==> config.mk <==
export PLATFORM = sky130hd
export DESIGN_NAME = coalescing_key_value_fifo
export DESIGN_NICKNAME = d
export VERILOG_FILES = /design/src/rtl/ckvf_pkg.sv /design/src/rtl/ckvf_cell.sv /design/src/rtl/coalescing_key_value_fifo.sv
export SDC_FILE = /design/constraint.sdc
export NUM_CORES = 1
export LEC_CHECK = 0
export BUFFER_PORTS_ARGS = -buffer_cell sky130_fd_sc_hd__buf_4
export CORE_ASPECT_RATIO = 0.6
export CORE_MARGIN = 2
export CORE_UTILIZATION = 40
export CTS_BUF_LIST = sky130_fd_sc_hd__clkbuf_2 sky130_fd_sc_hd__clkbuf_4 sky130_fd_sc_hd__clkbuf_8
export CTS_CLUSTER_SIZE = 25
export DETAILED_ROUTE_END_ITERATION = 8
export SLEW_MARGIN = 20
export SYNTH_ARGS = -nofsm -noshare
export SYNTH_HDL_FRONTEND = slang
export SYNTH_SLANG_ARGS = --single-unit
==> constraint.sdc <==
create_clock -name aclk -period 3.77 [get_ports aclk]
set_input_delay 0 -clock aclk [delete_from_list [all_inputs] [get_ports aclk]]
set_output_delay 0 -clock aclk [all_outputs]
set_load 0.005 [all_outputs]
==> src/rtl/ckvf_pkg.sv <==
// Package for the coalescing key/value FIFO: command and status codes,
// field widths and the control struct broadcast to the storage cells.
// No dependencies.
`timescale 1ns / 1ps

package ckvf_pkg;

    localparam int KEY_W   = 16;
    localparam int VALUE_W = 16;
    localparam int OCC_W   = 5;
    localparam int STAT_W  = 3;

    // Result tdata: out_key, out_value, occupancy, is_empty, is_full, padding
    localparam int M_DATA_W = 40;
    localparam int S_DATA_W = KEY_W + VALUE_W;

    typedef enum logic {
        CMD_PUSH = 1'b0,
        CMD_POP  = 1'b1
    } cmd_t;

    typedef enum logic [STAT_W-1:0] {
        ST_UPDATED  = 3'd0,
        ST_APPENDED = 3'd1,
        ST_DROPPED  = 3'd2,
        ST_POPPED   = 3'd3,
        ST_EMPTY    = 3'd4
    } status_t;

    // Broadcast to every cell in the cycle a transaction is accepted
    typedef struct packed {
        logic               push;
        logic               pop;
        logic               any_hit;
        logic [KEY_W-1:0]   key;
        logic [VALUE_W-1:0] value;
    } ckvf_ctrl_t;

endpackage

==> src/rtl/ckvf_cell.sv <==
// One storage cell of the coalescing key/value FIFO chain.
// Holds one key/value pair, compares its key, takes its neighbour's pair on pop.
// Depends on ckvf_pkg.
`timescale 1ns / 1ps

module ckvf_cell
    import ckvf_pkg::*;
(
    input  logic               aclk,
    input  ckvf_ctrl_t         ctrl,
    input  logic               occupied,
    input  logic               is_tail,
    input  logic [KEY_W-1:0]   nb_key,
    input  logic [VALUE_W-1:0] nb_value,
    output logic [KEY_W-1:0]   key,
    output logic [VALUE_W-1:0] value,
    output logic               hit
);

    logic [KEY_W-1:0]   key_reg;
    logic [KEY_W-1:0]   key_next;
    logic [VALUE_W-1:0] value_reg;
    logic [VALUE_W-1:0] value_next;

    assign hit = occupied && (key_reg == ctrl.key);

    always_comb begin
        key_next   = key_reg;
        value_next = value_reg;
        if (ctrl.pop) begin
            // advance one place toward the head
            key_next   = nb_key;
            value_next = nb_value;
        end else if (ctrl.push && hit) begin
            value_next = ctrl.value;
        end else if (ctrl.push && is_tail && !ctrl.any_hit) begin
            key_next   = ctrl.key;
            value_next = ctrl.value;
        end
    end

    always_ff @(posedge aclk) begin
        key_reg   <= key_next;
        value_reg <= value_next;
    end

    assign key   = key_reg;
    assign value = value_reg;

endmodule

==> src/rtl/coalescing_key_value_fifo.sv <==
// Top level of the coalescing key/value FIFO: stream ports, occupancy count,
// the chain of ckvf_cell storage cells and the result register.
// Depends on ckvf_pkg and ckvf_cell.
`timescale 1ns / 1ps

// A queue of up to DEPTH key/value pairs in arrival order. A push whose key
// is already held overwrites that entry's value in place; otherwise it is
// appended, or dropped when the queue is full. A pop returns and removes the
// head entry. Every input transaction gives exactly one result transaction
// carrying a status code, the popped pair and the occupancy afterwards.
// One transaction is taken per clock cycle while s_tready is high: every cell
// compares its key with the pushed key in the same cycle and the whole chain
// shifts one place on a pop, and each command's result is registered.
// s_tready stays high while the result register is empty or being drained.
// There is no clearing pass after reset.

module coalescing_key_value_fifo
    import ckvf_pkg::*;
#(
    parameter int DEPTH = 16
) (
    input  logic                aclk,
    input  logic                aresetn,
    input  logic                s_tvalid,
    output logic                s_tready,
    input  logic [S_DATA_W-1:0] s_tdata,   // key[15:0], value[31:16]
    input  logic                s_tuser,   // command[0]
    output logic                m_tvalid,
    input  logic                m_tready,
    output logic [M_DATA_W-1:0] m_tdata,   // out_key[15:0], out_value[31:16],
                                           // occupancy[36:32], is_empty[37],
                                           // is_full[38], zero[39]
    output logic [STAT_W-1:0]   m_tuser    // status[2:0]
);

    localparam int CW = $clog2(DEPTH + 1);
    localparam logic [CW-1:0] FULL_COUNT = CW'(DEPTH);

    logic               accept;
    cmd_t               cmd;
    ckvf_ctrl_t         ctrl;
    logic [DEPTH-1:0]   hits;
    logic [KEY_W-1:0]   cell_key   [DEPTH];
    logic [VALUE_W-1:0] cell_value [DEPTH];

    logic [CW-1:0]       count_reg;
    logic [CW-1:0]       count_next;
    status_t             status;
    logic [31:0]         count_ext;

    logic                m_valid_reg;
    logic                m_valid_next;
    logic [M_DATA_W-1:0] m_data_reg;
    logic [M_DATA_W-1:0] m_data_next;
    logic [STAT_W-1:0]   m_user_reg;
    logic [STAT_W-1:0]   m_user_next;

    assign s_tready = !m_valid_reg || m_tready;
    assign accept   = s_tvalid && s_tready;
    assign cmd      = cmd_t'(s_tuser);

    assign ctrl.push    = accept && (cmd == CMD_PUSH);
    assign ctrl.pop     = accept && (cmd == CMD_POP) && (count_reg != '0);
    assign ctrl.any_hit = |hits;
    assign ctrl.key     = s_tdata[KEY_W-1:0];
    assign ctrl.value   = s_tdata[KEY_W +: VALUE_W];

    for (genvar i = 0; i < DEPTH; i++) begin : g_cell
        logic [KEY_W-1:0]   nb_key;
        logic [VALUE_W-1:0] nb_value;

        if (i == DEPTH - 1) begin : g_last
            // nothing behind the tail: hold own pair, it falls out of range
            assign nb_key   = cell_key[i];
            assign nb_value = cell_value[i];
        end else begin : g_mid
            assign nb_key   = cell_key[i+1];
            assign nb_value = cell_value[i+1];
        end

        ckvf_cell u_cell (
            .aclk     (aclk),
            .ctrl     (ctrl),
            .occupied (CW'(i) < count_reg),
            .is_tail  (CW'(i) == count_reg),
            .nb_key   (nb_key),
            .nb_value (nb_value),
            .key      (cell_key[i]),
            .value    (cell_value[i]),
            .hit      (hits[i])
        );
    end

    // status and next count
    always_comb begin
        count_next = count_reg;
        status     = ST_UPDATED;
        unique case (cmd)
            CMD_PUSH: begin
                priority if (ctrl.any_hit) begin
                    status = ST_UPDATED;
                end else if (count_reg == FULL_COUNT) begin
                    status = ST_DROPPED;
                end else begin
                    status     = ST_APPENDED;
                    count_next = count_reg + CW'(1);
                end
            end
            CMD_POP: begin
                if (count_reg == '0) begin
                    status = ST_EMPTY;
                end else begin
                    status     = ST_POPPED;
                    count_next = count_reg - CW'(1);
                end
            end
            default: begin
                status = ST_UPDATED;
            end
        endcase
    end

    assign count_ext = 32'(count_next);

    // result register
    always_comb begin
        m_valid_next = m_valid_reg;
        m_data_next  = m_data_reg;
        m_user_next  = m_user_reg;
        if (m_valid_reg && m_tready) begin
            m_valid_next = 1'b0;
        end
        if (accept) begin
            m_valid_next = 1'b1;
            m_user_next  = status;
            m_data_next  = '0;
            if (status == ST_POPPED) begin
                m_data_next[KEY_W-1:0]         = cell_key[0];
                m_data_next[KEY_W +: VALUE_W]  = cell_value[0];
            end
            m_data_next[S_DATA_W +: OCC_W] = count_ext[OCC_W-1:0];
            m_data_next[S_DATA_W + OCC_W]     = (count_next == '0);
            m_data_next[S_DATA_W + OCC_W + 1] = (count_next == FULL_COUNT);
        end
    end

    always_ff @(posedge aclk) begin
        if (!aresetn) begin
            count_reg   <= '0;
            m_valid_reg <= 1'b0;
        end else begin
            if (accept) begin
                count_reg <= count_next;
            end
            m_valid_reg <= m_valid_next;
        end
        m_data_reg <= m_data_next;
        m_user_reg <= m_user_next;
    end

    assign m_tvalid = m_valid_reg;
    assign m_tdata  = m_data_reg;
    assign m_tuser  = m_user_reg;

endmodule

==> flow_summary.toml, run 1 <==
[clocking]
clock_latency_ns = 0.70
post-cts-setup-buffers = 0
cts-buffers-inserted = 87
clock_sinks = 560
root_buffer = "clkbuf_8"
htree_levels = 3
clockBufferDepth = 3
cts_tree = "built"
clkTransAtPathRegs_ns = 0.06

[routing]
firstDrtPassIters = 8
drc_errors = 0
drtAntennaViolNets = 0
wl_per_cell_um = 24.9
totalWireLength_mm = 71.3
drt_iter0_drc = 2156
routed_via_density = 5.53
vias = 15800

[layout]
final_common_cell = "edfxtp_1"
fillers = 5714
seq_area_mm2 = 0.0168
layout_common_cells = "edfxtp_1, a21o_1, xor2_1"
fin_area_mm2 = 0.0292
area_growth_syn_to_layout_pct = 13.4
multi_input_area_mm2 = 0.00807
antenna_cells = 0
drive_gt1_share_pct = 15.9
fin_nets = 1983

[worst_setup_path]
cp_top_family = "compound AO/OA/AOI/OAI gates"
r2r-start = "count_reg[4]$_SDFFE_PN0P_"
crit_path_max_fanout = 16
cp-end-kind = "register"
worst_path_most_repeated_cell = "nand2_1"
path_depth = 9
required_ns = 4.06
critPathBufInv = 2
regToRegEndpoint = "g_cell[4].u_cell.key[11]$_DFFE_PP_"
crit_chain = "inv_1, nand2_1, o21ai_0, a2bb2oi_1, nor4bb_2, buf_4, and3_1, nand2_1, o21ai_2"
worstSetupPathType = "reg2reg"
max_stage_delay_ns = 0.76
arrival_ns = 3.87
crit_slowest_cell = "o21ai_2"
reg2reg_depth = 9
ff2ff_setup_slack_ns = 0.19
critPathLaunchType = "register"

[floorplan]
coreArea_mm2 = 0.0641
fp.dieH_um = 201
row_count = 72
ioPinCount = 82
dieArea_mm2 = 0.0665
chipWidth_um = 332
start_util_pct = 40.2

[sta]
finalHoldViolations = 0
tightest_slew_ns = 1.20
slew_violations = 0
setup_viol = 0
fin_crit_sh_pct = 95.0
skew_ns = 0.0560
min_period_ns = 3.58
timing.fmax_mhz = 279
slew_headroom_pct = 19.7
grt_setup_unrepaired = "false"

[synth]
synthArstFlopShare_pct = 0
synth_flop_cell = "edfxtp_1"
avgSynthCellArea_um2 = 14.1
syn-cell-area_mm2 = 0.0258
synth_cell_types = 60
ys_seq_area_share_pct = 65.1
yosysWarnings = 0
yosys_register_bits = 560
synth_edf_count = 554
postSynthCellCount = 1829
syn_nets = 1871

[global_route]
gr-total-overflow = 0
grt_antenna_before_repair = 0
grt_pass1_wl_mm = 105
track_usage_pct = 21.3
grt_start_max_net_pins = 99
grt_pass1_vias = 15600

[placed_design]
gp_congestion = 0.949
dp_hpwl_mm = 46.6
io_buffers = 80
place_area_mm2 = 0.0272

[power_and_ir_drop]
pwr-share-comb_pct = 13.8
total_power_mw = 14.7
p_seq_share_pct = 52.3
ir_drop_mv = 0.211
leakage_nw = 12.1
pwr-share-clk_pct = 33.9
switching_share_pct = 26.4
intPower_mw = 10.8
powerDensity_mw_per_mm2 = 502
p_switching_mw = 3.87

[worst_hold_path]
whs_path_depth = 2
worst_hold_path_type = "in2reg"
min_from = "s_tdata[19]"
hold_path_end = "g_cell[15].u_cell.value[3]$_DFFE_PP_"

[flow_run]
drv_cap = 0

[run_status]
status = "finished clean"
==> how the worst max path moves through the flow <==
stage | start | to
after detailed placement | count_reg[3]$_SDFFE_PN0P_ | g_cell[14].u_cell.value[13]$_DFFE_PP_
final | count_reg[4]$_SDFFE_PN0P_ | g_cell[4].u_cell.key[11]$_DFFE_PP_
after global routing | count_reg[4]$_SDFFE_PN0P_ | g_cell[6].u_cell.value[12]$_DFFE_PP_
after CTS | count_reg[3]$_SDFFE_PN0P_ | g_cell[14].u_cell.value[4]$_DFFE_PP_
after global placement | count_reg[3]$_SDFFE_PN0P_ | g_cell[4].u_cell.key[5]$_DFFE_PP_
after floorplan | count_reg[1]$_SDFFE_PN0P_ | g_cell[1].u_cell.key[0]$_DFFE_PP_
==> per-stage QoR <==
stage | instances | hold WS, ns | setup slack (ns) | util, % | TNS [ns]
6_report | 2859 | 0.0477 | 0.187 | 45.6 | 0
5_1_grt | 2859 | 0.0107 | 0.00499 | 45.6 | 0
4_1_cts | 2859 | 0.000200 | 0.00554 | 45.6 | 0
3_5_place_dp | 2666 | 0.188 | 0.0524 | 42.4 | 0
3_3_place_gp | 2665 | 0.184 | -0.0851 | 42.4 | -1.35
2_1_floorplan | 1829 | 0.0989 | 0.0181 | - | 0
==> routing by layer <==
| metal | share of wire (%) | GRT usage [%] |
|---|---|---|
| met5 | 0 | 0 |
| met2 | 36 | 25.5 |
| met4 | 1.6 | 4.68 |
| met3 | 13 | 7.84 |
| met1 | 49 | 35.2 |
==> synthesized netlist by cell type, types with 3 or more instances <==
cell type  number  area, um^2
dfxtp_1         6         120
nand3_1        14        70.1
buf_6          20         225
o21a_1          5        37.5
nand2_1        42         158
nor2_1         26        97.6
inv_1           8        30.0
nand4_1        26         163
nor4_1         41         257
xnor2_1       113         990
a31oi_1         4        25.0
edfxtp_1      554       16600
a21oi_1        14        70.1
and4_1          3        26.3
o21ai_0        29         145
clkbuf_1      127         477
o31ai_1         4        30.0
a21o_1        488        3660
or3_1           3        18.8
buf_1           5        18.8
buf_12          8         160
xor2_1        149        1310
and3_1          6        37.5
buf_8           4        60.1
nor3_1         11        55.1
ha_1            5        62.6
and2_1         69         432
==> layout make-up <==
| cell class | instances | area share (%) |
|---|---|---|
| inverters | 10 | 0.129 |
| flip-flops and latches | 560 | 57.4 |
| multi-input cells | 1091 | 27.6 |
| clock buffers | 124 | 5.11 |
| repair buffers | 191 | 5.57 |
| clock inverters | 32 | 0.540 |
| well taps | 851 | 3.65 |
==> repair_timing <==
action                     4_1_cts  5_1_grt
gates resized for setup          0        3
setup endpoints to repair        0       58
hold endpoints to repair        44        0
hold buffers                    37        0
==> power by group through the flow <==
stage                     clock (mW)  sequential [mW]  combinational (mW)
after floorplan                    0             7.72                1.29
after detailed placement           0             7.79                1.94
after global placement             0             7.78                1.93
after CTS                       5.05             7.66                1.99
final                           4.96             7.67                2.02
after global routing            5.35             7.70                2.18
==> cell families (layout without fill, tap and decap cells) <==
| logic type | count (synthesis) | after routing | share of synthesized area (%) |
|---|---|---|---|
| fa+ha+maj | 5 | 5 | 0.243 |
| simple gates | 258 | 258 | 5.75 |
| xor+xnor | 262 | 262 | 8.91 |
| compound gates | 565 | 565 | 16.1 |
| buf+inv | 178 | 357 | 3.90 |
| flops | 560 | 560 | 65.1 |
| other cells | 1 | 1 | 0.0146 |
Power figures use the tool's default switching activity.
==> inputs of run 2 (changes only) <==
- SYNTH_HIERARCHICAL: default -> 1
==> run 2 against run 1 <==
Effect of this change:
- sequential share of layout area decreased by 5.6 points
- critical endpoint is now m_tdata[38]$_DFFE_PP_
- non-clock buffer count up 11
- clock power down 2%
- critical path depth up 1
- largest cell class unchanged
- synthesized area up 8.3%
- setup slack worse by 0.12 ns
- wire length is 0.35% lower
- die area up 8.2%
==> flow_summary.toml, run 2 <==
[run_status]
status = "finished clean"

[worst_setup_path]
cp-end-kind = "register"
required_ns = 4.29
reg2reg_depth = 10
crit_chain = "nor3_2, o21bai_1, and3_1, nor4_2, and4_1, inv_6, buf_4, o311ai_1, nand3_1, nor4_2"
regToRegEndpoint = "m_tdata[38]$_DFFE_PP_"
critPathLaunchType = "register"
r2r-start = "count_reg[0]$_SDFFE_PN0P_"
ff2ff_setup_slack_ns = 0.07
arrival_ns = 4.21
worst_path_most_repeated_cell = "nor4_2"
worstSetupPathType = "reg2reg"
crit_path_max_fanout = 17
max_stage_delay_ns = 0.54
crit_slowest_cell = "dfxtp_1"

[sta]
holdWs_ns = 0.0567
finalHoldViolations = 0
skew_ns = 0.0419
min_period_ns = 3.70
slew_violations = 0
fin_crit_sh_pct = 98.1
worst_slack_ns = 0.0719
slew_headroom_pct = 37.8
timing.fmax_mhz = 270
tightest_slew_ns = 0.931
grt_setup_unrepaired = "false"
setup_viol = 0
tns_ns = 0

[power_and_ir_drop]
total_power_mw = 15.2
powerDensity_mw_per_mm2 = 469
leakage_nw = 10.5
ir_drop_mv = 0.240

[layout]
layout_common_cells = "edfxtp_1, mux2_2, xnor2_1"
fin_area_mm2 = 0.0324
final_core_util_pct = 47.3
drive_gt1_share_pct = 39.6
final_cells = 3039
area_growth_syn_to_layout_pct = 16.1
final_common_cell = "edfxtp_1"
fin_nets = 2106
fillers = 5939

[global_route]
grt_pass1_wl_mm = 108
grt_antenna_before_repair = 2
track_usage_pct = 19.9
grt_start_max_net_pins = 59
grt_pass1_vias = 16700
gr-total-overflow = 0

[synth]
synth_most_common_cell = "edfxtp_1"
avgSynthCellArea_um2 = 15.0
synth.top_cell.area_share_pct = 59.6
synthTopCellsByArea = "edfxtp_1, mux2_2, xnor2_1"
synth_edf_count = 554
syn_nets = 1899
syn-cell-area_mm2 = 0.0279
synth_flop_cell = "edfxtp_1"
synth_cell_types = 57
yosys_register_bits = 560
ys_seq_area_share_pct = 60.1
ys_top_cells_by_count = "edfxtp_1, mux2_2, xnor2_1"
postSynthCellCount = 1857
synth_area_leader_cell = "edfxtp_1"
synthArstFlopShare_pct = 0
yosysWarnings = 6

[clocking]
clockBufferDepth = 3
cts_tree = "built"
clkTransAtPathRegs_ns = 0.07
post-cts-setup-buffers = 0
clock_latency_ns = 0.72
root_buffer = "clkbuf_8"
cts-buffers-inserted = 86
htree_levels = 3
clock_sinks = 560

[placed_design]
dp_slack_ns = -0.314
place_inst = 2860
io_buffers = 80
gp_congestion = 0.914
place_area_mm2 = 0.0305
dp_hpwl_mm = 48.2

[routing]
wl_per_cell_um = 23.4
drt_iter0_drc = 1870
routed_via_density = 5.53
totalWireLength_mm = 71.0
drc_errors = 0
firstDrtPassIters = 5
vias = 16800
drtAntennaViolNets = 0

[floorplan]
fp.dieH_um = 209
start_util_pct = 40.7
chipWidth_um = 345
coreArea_mm2 = 0.0685
row_count = 74
ioPinCount = 82
dieArea_mm2 = 0.0719

[flow_run]
drv_cap = 0

[worst_hold_path]
worst_hold_path_type = "in2reg"
hold_path_end = "g_cell[14].u_cell/key[8]$_DFFE_PP_"
whs_path_depth = 2
min_from = "s_tdata[8]"
-- run 2: cell types whose count changed after synthesis, moves of 19 or more --
cell      change
buf_2        +63
xor2_1      -148
nor4_1       -19
clkbuf_1    -115
a21o_1      -487
nand4_1      +70
xnor2_1     +145
and3_1       +48
and2_1       -66
nand3_1      +23
nor3_1       +27
mux2_2      +513
o21ai_0      -24
-- run 2: cells by family (layout without fill, tap and decap cells) --
kind of cell	Yosys count	after routing	synth area share, %
flops	560	560	60.1
buf+inv	94	363	1.73
fa+ha+maj	5	5	0.224
xor+xnor	259	259	8.13
simple gates	362	362	7.40
compound gates	62	62	1.69
mux	514	514	20.7
other cells	1	2	0.0134
-- run 2: worst max path at each step --
| stage | slack, ns | from | cells past startpoint | endpoint |
|---|---|---|---|---|
| final | 0.07 | count_reg[0]$_SDFFE_PN0P_ | 10 | m_tdata[38]$_DFFE_PP_ |
| after floorplan | 0.26 | count_reg[0]$_SDFFE_PN0P_ | 11 | g_cell[0].u_cell/key[0]$_DFFE_PP_ |
| after global placement | -0.34 | count_reg[2]$_SDFFE_PN0P_ | 11 | m_tdata[38]$_DFFE_PP_ |
| after CTS | 0.08 | count_reg[2]$_SDFFE_PN0P_ | 11 | m_tdata[38]$_DFFE_PP_ |
| after global routing | 0.003 | count_reg[1]$_SDFFE_PN0P_ | 8 | g_cell[11].u_cell/key[8]$_DFFE_PP_ |
| after detailed placement | -0.31 | count_reg[2]$_SDFFE_PN0P_ | 12 | g_cell[15].u_cell/key[3]$_DFFE_PP_ |
-- run 2: metal layers --
layer / GRT usage (%) / up-vias / wire, um
met5: 0 / - / 0
met4: 3.99 / 0 / 985
met3: 6.32 / 87 / 7010
met2: 23.3 / 713 / 25000
met1: 34.1 / 8363 / 38000
li1: - / 7642 / -
-- run 2: final cells by class --
type | instances | area [um^2] | area share [%]
Sequential cell | 560 | 16800 | 51.7
Multi-Input combinational cell | 1203 | 10700 | 33.1
Timing Repair Buffer | 202 | 2140 | 6.60
Clock buffer | 115 | 1410 | 4.35
Tap cell | 912 | 1140 | 3.52
Clock inverter | 35 | 180 | 0.556
Inverter | 11 | 50.0 | 0.155
Antenna cell | 1 | 2.50 | 0.00773
-- run 2: timing repair --
item | in CTS | in global routing
gates cloned | 0 | 0
resized for setup | 3 | 5
endpoints found under the hold margin | 336 | 0
hold buffers | 28 | 0
setup endpoints to repair | 524 | 200
-- run 2: where the power goes --
part	switching [mW]	leakage, nW	total, mW	internal, mW
clock	2.42	0.841	4.85	2.43
combinational	1.37	4.49	2.57	1.20
sequential	0.248	5.17	7.76	7.51
-- run 2: critical path, delay by kind of cell (launching register included) --
kind            cells  cell delay (ns)
flops               1             0.54
buf+inv             2             0.31
compound gates      2             0.65
simple gates        6             2.01
